`src/hdl/grid_block_partitioner_defines.svh`:
```
// Assertion macros used by the partitioner controller.
`ifndef GRID_BLOCK_PARTITIONER_DEFINES_SVH
`define GRID_BLOCK_PARTITIONER_DEFINES_SVH
`ifndef SYNTHESIS
// Checked property with reset disabling the check.
`define GBP_ASSERT(label, prop, msg) \
  label: assert property (@(posedge clk) disable iff (rst) prop) else $error(msg);
// Checked property that also holds during reset.
`define GBP_ASSERT_ALWAYS(label, prop, msg) \
  label: assert property (@(posedge clk) prop) else $error(msg);
`else
`define GBP_ASSERT(label, prop, msg)
`define GBP_ASSERT_ALWAYS(label, prop, msg)
`endif
`endif

```
`src/hdl/gbp_pkg.sv`:
```
package gbp_pkg;

  localparam int DATA_W       = 16;
  localparam int DIM_W        = 2;
  localparam int MAX_DIMS     = 3;
  localparam int NUM_DIMS_DEF = 3;
  localparam int CFG_IDX_W    = 2;
  localparam int DIV_CNT_W    = 4;

  // Configuration register indexes.
  localparam logic [CFG_IDX_W-1:0] REG_NODE_COUNT = 2'd0;
  localparam logic [CFG_IDX_W-1:0] REG_CELLS_X    = 2'd1;
  localparam logic [CFG_IDX_W-1:0] REG_CELLS_Y    = 2'd2;
  localparam logic [CFG_IDX_W-1:0] REG_CELLS_Z    = 2'd3;

  // Commands from the controller to the datapath.
  typedef struct packed {
    logic             capture;
    logic             topo_init;
    logic             topo_mul;
    logic             topo_chk;
    logic             valid_chk;
    logic             div_load;
    logic             div_step;
    logic             mul_qp;
    logic             mul_pb;
    logic             mul_bt;
    logic             dim_next;
    logic [DIM_W-1:0] k;
    logic [DIM_W-1:0] dim;
  } cmd_t;

  // Status from the datapath to the controller.
  typedef struct packed {
    logic fits;
    logic valid;
  } sts_t;

endpackage

```
`src/hdl/grid_block_partitioner.sv`:
```
// Channel   Ports                                   Beat taken when
// config    cfg_we, cfg_index, cfg_data             cfg_we high
// input     start, busy, part_x/y/z                 start high and busy low
// result    done, index_valid, topo_*, size_*,      done high (one cycle)
//           offset_*, flat_index
//
// One beat is in flight at a time. The topology search runs each trial through
// the shared multiplier, then a compare; a valid index then splits each
// dimension with the 16-step restoring divider; an invalid one skips the split.
// Synchronous active-high reset returns the block to idle and sets every
// configuration register to 1. Results cannot be held off by the receiver.
module grid_block_partitioner #(
  parameter int NUM_DIMS = gbp_pkg::NUM_DIMS_DEF
) (
  input  logic                          clk,
  input  logic                          rst,
  input  logic                          cfg_we,
  input  logic [gbp_pkg::CFG_IDX_W-1:0] cfg_index,
  input  logic [gbp_pkg::DATA_W-1:0]    cfg_data,
  input  logic                          start,
  output logic                          busy,
  input  logic [gbp_pkg::DATA_W-1:0]    part_x,
  input  logic [gbp_pkg::DATA_W-1:0]    part_y,
  input  logic [gbp_pkg::DATA_W-1:0]    part_z,
  output logic                          done,
  output logic                          index_valid,
  output logic [gbp_pkg::DATA_W-1:0]    topo_x,
  output logic [gbp_pkg::DATA_W-1:0]    topo_y,
  output logic [gbp_pkg::DATA_W-1:0]    topo_z,
  output logic [gbp_pkg::DATA_W-1:0]    size_x,
  output logic [gbp_pkg::DATA_W-1:0]    size_y,
  output logic [gbp_pkg::DATA_W-1:0]    size_z,
  output logic [gbp_pkg::DATA_W-1:0]    offset_x,
  output logic [gbp_pkg::DATA_W-1:0]    offset_y,
  output logic [gbp_pkg::DATA_W-1:0]    offset_z,
  output logic [gbp_pkg::DATA_W-1:0]    flat_index
);

  gbp_pkg::cmd_t cmd;
  gbp_pkg::sts_t sts;

  // Sequencer.
  gbp_ctrl #(.NUM_DIMS(NUM_DIMS)) u_ctrl (
    .clk   (clk),
    .rst   (rst),
    .start (start),
    .busy  (busy),
    .done  (done),
    .cmd   (cmd),
    .sts   (sts)
  );

  // Registers, divider and multiplier.
  gbp_datapath #(.NUM_DIMS(NUM_DIMS)) u_datapath (
    .clk         (clk),
    .rst         (rst),
    .cfg_we      (cfg_we),
    .cfg_index   (cfg_index),
    .cfg_data    (cfg_data),
    .part_x      (part_x),
    .part_y      (part_y),
    .part_z      (part_z),
    .cmd         (cmd),
    .sts         (sts),
    .index_valid (index_valid),
    .topo_x      (topo_x),
    .topo_y      (topo_y),
    .topo_z      (topo_z),
    .size_x      (size_x),
    .size_y      (size_y),
    .size_z      (size_z),
    .offset_x    (offset_x),
    .offset_y    (offset_y),
    .offset_z    (offset_z),
    .flat_index  (flat_index)
  );

endmodule

```
`src/hdl/gbp_ctrl.sv`:
```
`include "grid_block_partitioner_defines.svh"

module gbp_ctrl #(
  parameter int NUM_DIMS = gbp_pkg::NUM_DIMS_DEF
) (
  input  logic          clk,
  input  logic          rst,
  input  logic          start,
  output logic          busy,
  output logic          done,
  output gbp_pkg::cmd_t cmd,
  input  gbp_pkg::sts_t sts
);

  typedef enum logic [11:0] {
    S_IDLE   = 12'b0000_0000_0001,
    S_TINIT  = 12'b0000_0000_0010,
    S_TMUL   = 12'b0000_0000_0100,
    S_TCHK   = 12'b0000_0000_1000,
    S_VCHK   = 12'b0000_0001_0000,
    S_DLOAD  = 12'b0000_0010_0000,
    S_DSTEP  = 12'b0000_0100_0000,
    S_MQP    = 12'b0000_1000_0000,
    S_MPB    = 12'b0001_0000_0000,
    S_MBT    = 12'b0010_0000_0000,
    S_DNEXT  = 12'b0100_0000_0000,
    S_DONE   = 12'b1000_0000_0000
  } state_t;

  localparam logic [gbp_pkg::DIM_W-1:0] LAST_DIM = gbp_pkg::DIM_W'(NUM_DIMS - 1);

  state_t                          state, state_next;
  logic [gbp_pkg::DIM_W-1:0]       k, k_next;
  logic [gbp_pkg::DIM_W-1:0]       dim, dim_next;
  logic [gbp_pkg::DIV_CNT_W-1:0]   div_cnt, div_cnt_next;

  // Sequencing of search, index check and per-dimension split.
  always_comb begin
    state_next   = state;
    k_next       = k;
    dim_next     = dim;
    div_cnt_next = div_cnt;
    case (state)
      S_IDLE: begin
        if (start) state_next = S_TINIT;
      end
      S_TINIT: begin
        k_next     = '0;
        state_next = S_TMUL;
      end
      S_TMUL: state_next = S_TCHK;
      S_TCHK: begin
        if (sts.fits) begin
          k_next     = '0;
          state_next = S_TMUL;
        end else if (k == LAST_DIM) begin
          state_next = S_VCHK;
        end else begin
          k_next     = k + 1'b1;
          state_next = S_TMUL;
        end
      end
      S_VCHK: begin
        dim_next   = '0;
        state_next = sts.valid ? S_DLOAD : S_DONE;
      end
      S_DLOAD: begin
        div_cnt_next = '0;
        state_next   = S_DSTEP;
      end
      S_DSTEP: begin
        div_cnt_next = div_cnt + 1'b1;
        if (div_cnt == '1) state_next = S_MQP;
      end
      S_MQP: state_next = S_MPB;
      S_MPB: state_next = S_MBT;
      S_MBT: state_next = S_DNEXT;
      S_DNEXT: begin
        if (dim == LAST_DIM) begin
          state_next = S_DONE;
        end else begin
          dim_next   = dim + 1'b1;
          state_next = S_DLOAD;
        end
      end
      S_DONE: state_next = S_IDLE;
      default: state_next = S_IDLE;
    endcase
  end

  always_ff @(posedge clk) begin
    if (rst) begin
      state   <= S_IDLE;
      k       <= '0;
      dim     <= '0;
      div_cnt <= '0;
    end else begin
      state   <= state_next;
      k       <= k_next;
      dim     <= dim_next;
      div_cnt <= div_cnt_next;
    end
  end

  // Command decode.
  always_comb begin
    cmd           = '0;
    cmd.capture   = (state == S_IDLE) && start;
    cmd.topo_init = (state == S_TINIT);
    cmd.topo_mul  = (state == S_TMUL);
    cmd.topo_chk  = (state == S_TCHK);
    cmd.valid_chk = (state == S_VCHK);
    cmd.div_load  = (state == S_DLOAD);
    cmd.div_step  = (state == S_DSTEP);
    cmd.mul_qp    = (state == S_MQP);
    cmd.mul_pb    = (state == S_MPB);
    cmd.mul_bt    = (state == S_MBT);
    cmd.dim_next  = (state == S_DNEXT);
    cmd.k         = k;
    cmd.dim       = dim;
  end

  assign busy = (state != S_IDLE);
  assign done = (state == S_DONE);

  `GBP_ASSERT(a_done_single, done |=> !done, "result strobe longer than one cycle")
  `GBP_ASSERT(a_accept_busy, (start && !busy) |=> busy, "accepted beat did not start work")
  `GBP_ASSERT(a_done_idle, done |=> !busy, "block not idle after result")
  `GBP_ASSERT(a_k_range, busy |-> (k <= LAST_DIM), "search rank out of range")
  `GBP_ASSERT_ALWAYS(a_rst_idle, rst |=> !busy, "reset did not return to idle")

endmodule

```
`src/hdl/gbp_datapath.sv`:
```
module gbp_datapath #(
  parameter int NUM_DIMS = gbp_pkg::NUM_DIMS_DEF
) (
  input  logic                            clk,
  input  logic                            rst,
  input  logic                            cfg_we,
  input  logic [gbp_pkg::CFG_IDX_W-1:0]   cfg_index,
  input  logic [gbp_pkg::DATA_W-1:0]      cfg_data,
  input  logic [gbp_pkg::DATA_W-1:0]      part_x,
  input  logic [gbp_pkg::DATA_W-1:0]      part_y,
  input  logic [gbp_pkg::DATA_W-1:0]      part_z,
  input  gbp_pkg::cmd_t                   cmd,
  output gbp_pkg::sts_t                   sts,
  output logic                            index_valid,
  output logic [gbp_pkg::DATA_W-1:0]      topo_x,
  output logic [gbp_pkg::DATA_W-1:0]      topo_y,
  output logic [gbp_pkg::DATA_W-1:0]      topo_z,
  output logic [gbp_pkg::DATA_W-1:0]      size_x,
  output logic [gbp_pkg::DATA_W-1:0]      size_y,
  output logic [gbp_pkg::DATA_W-1:0]      size_z,
  output logic [gbp_pkg::DATA_W-1:0]      offset_x,
  output logic [gbp_pkg::DATA_W-1:0]      offset_y,
  output logic [gbp_pkg::DATA_W-1:0]      offset_z,
  output logic [gbp_pkg::DATA_W-1:0]      flat_index
);

  localparam int W  = gbp_pkg::DATA_W;
  localparam int ND = gbp_pkg::MAX_DIMS;
  localparam int DW = gbp_pkg::DIM_W;

  logic [W-1:0]   node_count;
  logic [W-1:0]   cells [ND];
  logic [W-1:0]   topo  [ND];
  logic [W-1:0]   part  [ND];
  logic [W-1:0]   size  [ND];
  logic [W-1:0]   offs  [ND];
  logic [W-1:0]   cur_prod;
  logic [2*W-1:0] mul_q;
  logic [W-1:0]   rem;
  logic [W-1:0]   quo;
  logic [W-1:0]   base;
  logic [W-1:0]   flat;
  logic           valid;

  // Configuration registers.
  always_ff @(posedge clk) begin
    if (rst) begin
      node_count <= W'(1);
      for (int d = 0; d < ND; d++) cells[d] <= W'(1);
    end else if (cfg_we) begin
      case (cfg_index)
        gbp_pkg::REG_NODE_COUNT: node_count <= cfg_data;
        gbp_pkg::REG_CELLS_X:    cells[0]   <= cfg_data;
        gbp_pkg::REG_CELLS_Y:    cells[1]   <= cfg_data;
        gbp_pkg::REG_CELLS_Z:    cells[2]   <= cfg_data;
        default: ;
      endcase
    end
  end

  // Rank each dimension by size, ties to the lower index, and pick rank k.
  logic [DW-1:0] rank [ND];
  logic [DW-1:0] pick;
  always_comb begin
    pick = '0;
    for (int d = 0; d < ND; d++) begin
      rank[d] = '0;
      for (int e = 0; e < ND; e++) begin
        if (e < NUM_DIMS && e != d &&
            ((topo[e] < topo[d]) || (topo[e] == topo[d] && e < d)))
          rank[d] = rank[d] + 1'b1;
      end
    end
    for (int d = 0; d < ND; d++) begin
      if (d < NUM_DIMS && rank[d] == cmd.k) pick = DW'(d);
    end
  end

  // The grown product equals the current one plus the product of the others.
  logic [W-1:0] oth_a, oth_b;
  always_comb begin
    case (pick)
      2'd0:    begin oth_a = topo[1]; oth_b = topo[2]; end
      2'd1:    begin oth_a = topo[0]; oth_b = topo[2]; end
      default: begin oth_a = topo[0]; oth_b = topo[1]; end
    endcase
  end

  // Shared multiplier operand select.
  logic [W-1:0] mul_a, mul_b;
  always_comb begin
    mul_a = oth_a;
    mul_b = oth_b;
    if (cmd.mul_qp) begin
      mul_a = quo;
      mul_b = part[cmd.dim];
    end else if (cmd.mul_pb) begin
      mul_a = part[cmd.dim];
      mul_b = base;
    end else if (cmd.mul_bt) begin
      mul_a = base;
      mul_b = topo[cmd.dim];
    end
  end

  logic [2*W:0] grown;
  assign grown    = (2*W+1)'(cur_prod) + (2*W+1)'(mul_q);
  assign sts.fits = (grown <= (2*W+1)'(node_count));

  // Index check against the topology.
  always_comb begin
    sts.valid = 1'b1;
    for (int d = 0; d < ND; d++) begin
      if (d < NUM_DIMS && part[d] >= topo[d]) sts.valid = 1'b0;
    end
  end

  // One restoring divider step.
  logic [W:0] trial;
  logic       take;
  assign trial = {rem, quo[W-1]};
  assign take  = (trial >= {1'b0, topo[cmd.dim]});

  logic [W-1:0] rmd, cur_part;
  assign rmd      = rem;
  assign cur_part = part[cmd.dim];

  always_ff @(posedge clk) begin
    if (cmd.capture) begin
      part[0] <= part_x;
      part[1] <= part_y;
      part[2] <= part_z;
    end
    if (cmd.topo_mul || cmd.mul_qp || cmd.mul_pb || cmd.mul_bt)
      mul_q <= mul_a * mul_b;
    if (cmd.topo_init) begin
      for (int d = 0; d < ND; d++) topo[d] <= W'(1);
      cur_prod <= W'(1);
    end
    if (cmd.topo_chk && sts.fits) begin
      topo[pick] <= topo[pick] + 1'b1;
      cur_prod   <= grown[W-1:0];
    end
    if (cmd.valid_chk) begin
      valid <= sts.valid;
      base  <= W'(1);
      flat  <= '0;
      for (int d = 0; d < ND; d++) begin
        size[d] <= '0;
        offs[d] <= '0;
      end
    end
    if (cmd.div_load) begin
      rem <= '0;
      quo <= cells[cmd.dim];
    end
    if (cmd.div_step) begin
      rem <= take ? W'(trial - {1'b0, topo[cmd.dim]}) : trial[W-1:0];
      quo <= {quo[W-2:0], take};
    end
    if (cmd.mul_pb) begin
      size[cmd.dim] <= quo + W'(rmd > cur_part);
      offs[cmd.dim] <= mul_q[W-1:0] + ((cur_part < rmd) ? cur_part : rmd);
    end
    if (cmd.mul_bt) flat <= flat + mul_q[W-1:0];
    if (cmd.dim_next) base <= mul_q[W-1:0];
  end

  assign index_valid = valid;
  assign topo_x      = topo[0];
  assign topo_y      = topo[1];
  assign topo_z      = topo[2];
  assign size_x      = size[0];
  assign size_y      = size[1];
  assign size_z      = size[2];
  assign offset_x    = offs[0];
  assign offset_y    = offs[1];
  assign offset_z    = offs[2];
  assign flat_index  = flat;

endmodule

```
`config.mk`:
```
export PLATFORM = sky130hd
export DESIGN_NAME = grid_block_partitioner
export DESIGN_NICKNAME = d
export VERILOG_FILES = /design/src/hdl/gbp_pkg.sv /design/src/hdl/grid_block_partitioner.sv /design/src/hdl/gbp_ctrl.sv /design/src/hdl/gbp_datapath.sv
export VERILOG_INCLUDE_DIRS = /design/src /design/src/hdl
export SDC_FILE = /design/constraint.sdc
export NUM_CORES = 2
export LEC_CHECK = 0
export ABC_CLOCK_PERIOD_IN_PS = 24600
export BUFFER_PORTS_ARGS = -buffer_cell sky130_fd_sc_hd__buf_4
export CORE_MARGIN = 4
export CORE_UTILIZATION = 44
export CTS_CLUSTER_SIZE = 14
export DETAILED_ROUTE_END_ITERATION = 10
export PLACE_DENSITY = 0.64
export SKIP_CTS_REPAIR_TIMING = 1
export SYNTH_ARGS = -nofsm -noshare
export SYNTH_HDL_FRONTEND = slang
export SYNTH_SLANG_ARGS = --single-unit
```
`constraint.sdc`:
```
create_clock -name clk -period 24.6 [get_ports clk]
set_clock_uncertainty 0.1 [all_clocks]
set_input_delay 4.92 -clock clk [delete_from_list [all_inputs] [get_ports clk]]
set_output_delay 4.92 -clock clk [all_outputs]
set_load 0.01 [all_outputs]
```
# After elaboration in Yosys (flattened, before gate mapping)
# Memories as Yosys holds them, arrays and structs flattened. A register that Yosys moved wholly into a read port is not among the register bits.
# Cells that the tools add are included.
word_totals:
  ff_bits: 149
  ramBits: 240
  input_bits: 70
  elab_cells: 179
  mem_count: 5
op_classes:
  n_addsub: 11
  mul: 1
  magnitude_cmp: 11
  eq_ne: 29
  n_mux: 84
  n_bitwise: 3
  reduce_logical: 23
memory_table:
  columns: ["memory", "words", "width", "read_ports", "rd_ports_with_merged_regs", "wr", "line_no", "text"]
  rows:
  - ["u_datapath.cells", 3, 16, 1, 1, 3, "gbp_datapath.sv:32", "logic [W-1:0] cells [ND];"]
  - ["u_datapath.offs", 3, 16, 3, 0, 3, "gbp_datapath.sv:36", "logic [W-1:0] offs [ND];"]
  - ["u_datapath.part", 3, 16, 4, 1, 3, "gbp_datapath.sv:34", "logic [W-1:0] part [ND];"]
  - ["u_datapath.size", 3, 16, 3, 0, 3, "gbp_datapath.sv:35", "logic [W-1:0] size [ND];"]
  - ["u_datapath.topo", 3, 16, 5, 1, 3, "gbp_datapath.sv:33", "logic [W-1:0] topo [ND];"]
ops:
  columns: ["cell", "count"]
  rows:
  - ["$mux 16", 26]
  - ["$pmux 12 s11", 1]
  - ["$lt 16x16->1", 5]
  - ["$mux 12", 5]
  - ["$eq 16x16->1", 3]
  - ["$ge 16x16->1", 3]
  - ["$reduce_or 16->1", 3]
  - ["$add 16x32->33", 1]
  - ["$le 33x16->1", 1]
  - ["$mux 1", 33]
  - ["$add 16x16->16", 2]
  - ["$mul 16x16->32", 1]
  - ["$mux 2", 15]
  - ["$ge 17x16->1", 1]
  - ["$add 16x1->16", 1]
  - ["$add 16x1->16 const B", 1]
  - ["$gt 16x16->1", 1]
  - ["$sub 16x16->16", 1]
  - ["$eq 12x1->1 const B", 1]
  - ["$eq 12x10->1 const B", 1]
  - ["$eq 12x11->1 const B", 1]
  - ["$eq 12x12->1 const B", 1]
  - ["$eq 12x2->1 const B", 1]
  - ["$eq 12x3->1 const B", 1]
  - ["27 further kinds", 52]

# Depth between registers and ports, before layout
# An unclocked memory read counts as a cell.
depth:
  word_depth: 16
  ltp_mapped: 48

# Cells and area by module
# From an unflattened synthesis, not the netlist that was laid out.
hier_totals:
  hier_cells: 3405
  hier_area_um2: 32926.6
by_module_without_submodules:
  columns: ["module", "instances", "cells_per_inst", "area_per_inst_um2", "seq_area_each_um2"]
  rows:
  - ["gbp_datapath", 1, 3272, 31839.3, 11400.9]
  - ["gbp_ctrl", 1, 133, 1087.3, 400.4]

# Worst setup path after synthesis
# Ideal clock, no wire load.
synth_timing:
  path_kind: "reg-to-reg"
  from: "mem u_datapath.topo[1][1] in the netlist's numbering"
  to: "reg u_datapath.mul_q[30] (data pin)"
  arrival_time_ps: 9461
  slack_ps: 14770
  path_stages_with_launch: 43
  path_buffers: 2
  cell_sequence: "edfxtp_1 > inv_1 > ha_1 > nor2b_1 > o21a_1 > o21a_1 > o21a_1 > o21a_1 > o21ai_0 > nand2b_1 > a21oi_1 > o21ai_0 > o211ai_1 > ha_1 > xor2_1 > o21ai_1 > buf_2 > buf_1 > [7 not listed] > inv_1 > fa_1 > fa_1 > fa_1 > inv_1 > fa_1 > inv_1 > ha_1 > a21o_1 > a21o_1 > a21o_1 > a21oi_1 > a21oi_1 > o31ai_1 > o21ai_0 > a311oi_1 > o31ai_1 > xor2_1"
synth_rtl:
  columns: ["item", "line_no", "text"]
  rows:
  - ["start, declared", "gbp_datapath.sv:33", null]
  - ["end signal, assigned", "gbp_datapath.sv:135", "mul_q <= mul_a * mul_b;"]
  - ["end, declared", "gbp_datapath.sv:38", "logic [2*W-1:0] mul_q;"]

==> impl_metrics.tcl <==
set metrics [dict create \
    status "complete, but fails checks" \
    violations "design-rule violations" \
    synth_area_leader_cell "edfxtp_1" \
    clk_pin_slew_worst_paths_ps 70 \
    gp_congestion 0.948 \
    grt_pass1_wl_um 149000 \
    totalWireLength_um 96700 \
    die_w_um 278 \
    finalSetupViolations 0 \
    die_area_mm2 0.0772 \
    p_leak_nw 16.0 \
    synth.distinct_cells 80 \
    finalPower_mw 5.44 \
    netlist_instances 3237 \
    ant_nets 0 \
    path_buf_inv 8 \
    drtIter0Drc 2253 \
    setup_tns_ps 0 \
    antenna_found_initial 3 \
    fin_nets 4043 \
    initial_utilization 0.446 \
    dieHeight_um 278 \
    synthTopCellsByArea "edfxtp_1, fa_1, ha_1" \
    ys_seq_area_frac 0.369 \
    hold_viol 0 \
    syn_to_final_growth_pct 14.3 \
    vias 24900 \
    report.final.slew_viol_count 0 \
    critical-path-max-stage-delay_ps 800 \
    synth_area_mm2 0.0321 \
    rsz0062_at_grt "false" \
    synth-edff-count 369 \
    grt_pass1_vias 24900 \
    post_drt_wl_per_cell_um 21.7 \
    grt_overflow 0 \
    fillerInstances 6682 \
    power_density_mw_per_mm2 149 \
    layout_common_cells "nor2_1, inv_1, edfxtp_1, ha_1, nand2_1" \
    drive_gt1_frac 0.126 \
    htreeDepth 2 \
    avgSynthCellArea_um2 9.90 \
    peakVddDrop_mv 0.286 \
    final.period_utilization 0.459 \
    cp_data_required_time_ps 24830 \
    drc 1 \
    dr.pass1.iters 10 \
    grt_start_max_net_pins 76 \
    hp-class "register to register" \
    crit_path_start_kind "register" \
    critical_path.most_common_cell "a21oi_1" \
    max_cap_violations 0 \
    period_needed_ps 11280 \
    port_buffers 232 \
    cp_slowest_cell "a21oi_1" \
    vias_per_cell 5.59 \
    worstMarginPinSlew_ps 1150 \
    clk_latency_ps 620 \
    dp_hpwl_um 75100 \
    grt.total_usage 0.248 \
    critPathKind "register to register" \
    crit_path_end_kind "register" \
    path_delay_family "compound AO/OA/AOI/OAI gates" \
    cts_made_buffers 47 \
    max_freq_mhz 88.7 \
    clockBufferDepth 3 \
    synth_seq_cells 407 \
    cp.arrival_ps 11510 \
    slew_headroom 0.233 \
    coreArea_mm2 0.0719 \
    synth_ff_type "edfxtp_1" \
    cp_max_fo 52 \
    cts_tree "done" \
    ys_async_sr_fraction 0 \
    netlist.area_leader.share 0.346 \
    yosys_warnings 0 \
    cts.sinks 407 \
    io-pin-count 233 \
    final_common_cell "nor2_1" \
    rows 98 \
    cts-root-buf "clkbuf_16" \
]
metrics by stage:
stage,hold slack (ps),cells,area [µm²],setup slack (ps),utilization
2_1_floorplan,336,3252,32100,14770,-
3_3_place_gp,343,4372,35000,13710,0.487
3_5_place_dp,350,4372,35000,13570,0.487
4_1_cts,359,4459,36600,13480,0.510
5_1_grt,385,4460,36600,12750,0.510
6_report,356,4460,36600,13320,0.510
final timing paths:
path	from	to	slack, ps	depth (start not counted)
max reg2reg	u_datapath.topo[2][1]	u_datapath.mul_q[30]	13320	45
min reg2reg	u_datapath.node_count[14]	u_datapath.node_count[14]	360	2
min	u_datapath.node_count[14]	u_datapath.node_count[14]	360	2
max	u_datapath.topo[2][1]	u_datapath.mul_q[30]	13320	45
cells by family (layout without fill, tap and decap cells):
logic type | count (synthesis) | count (layout) | share of synthesized area
muxes | 79 | 79 | 0.0315
other | 1 | 17 | 0.000117
adders and majority gates | 502 | 502 | 0.242
DFF | 407 | 407 | 0.369
and+or+nand+nor | 1060 | 1060 | 0.151
buffers and inverters | 498 | 755 | 0.0611
xor gates and xnor gates | 115 | 115 | 0.0314
AOI/OAI and AO/OA | 575 | 575 | 0.113
synth_stat cells, types with 9 or more instances:
library cell	count
xor2_1	45
nor3b_1	11
nor2_1	399
nand2b_1	33
nor3_1	75
or2_2	13
fa_1	198
clkbuf_1	68
a211oi_1	59
mux2i_1	49
inv_1	380
xnor2_1	70
and3_1	14
nand3_1	49
mux2_2	14
a21o_1	71
ha_1	304
o21bai_1	13
buf_1	9
dfxtp_1	38
edfxtp_1	369
o31ai_1	11
nor2b_1	22
nand2_1	295
buf_2	35
mux4_2	16
and2_1	67
o21ai_0	102
o21a_1	23
o211ai_1	11
nand4_1	42
a222oi_1	12
a21oi_1	203
worst min-delay path, cell delays in order, from the launching register on:
cell     delay, ps
dfxtp_1        310
nand2_1         50
a21oi_1         50
report_power, final:
group	internal [mW]	switching [mW]	leakage, nW
combinational	1.52	2.19	11.3
clock	0.446	0.305	0.795
sequential	0.970	0.0124	3.94
final cells by class:
| class | count | area [µm²] | area share |
|---|---|---|---|
| flip-flops and latches | 407 | 11800 | 0.323 |
| clock inverters | 26 | 400 | 0.0109 |
| multi-input cells | 2347 | 18400 | 0.501 |
| diodes | 1 | 2.50 | 0.0000683 |
| well taps | 950 | 1190 | 0.0324 |
| repair buffers | 288 | 2160 | 0.0590 |
| inverters | 380 | 1430 | 0.0389 |
| clock buffers | 61 | 1250 | 0.0341 |
flip-flops by register name (all words and copies together), names as in the netlist, 4 cells and up, named ones only:
| register | count |
|---|---|
| u_ctrl.state | 12 |
| u_datapath.cells | 48 |
| u_datapath.quo | 16 |
| u_datapath.offs | 48 |
| u_datapath.topo | 64 |
| u_datapath.base | 16 |
| u_datapath.cur_prod | 16 |
| u_datapath.node_count | 16 |
| u_datapath.rem | 16 |
| u_datapath.mul_q | 32 |
| u_ctrl.div_cnt | 4 |
| u_datapath.flat_index | 16 |
| u_datapath.size | 48 |
| u_datapath.part | 48 |
layer usage:
layer,vias up,GRT usage,routed length [µm]
li1,11600,-,-
met1,12100,0.347,41300
met2,1023,0.384,42500
met3,160,0.0631,9740
met4,0,0.0727,3150
met5,-,0,0
(Power assumes the default switching activity.)
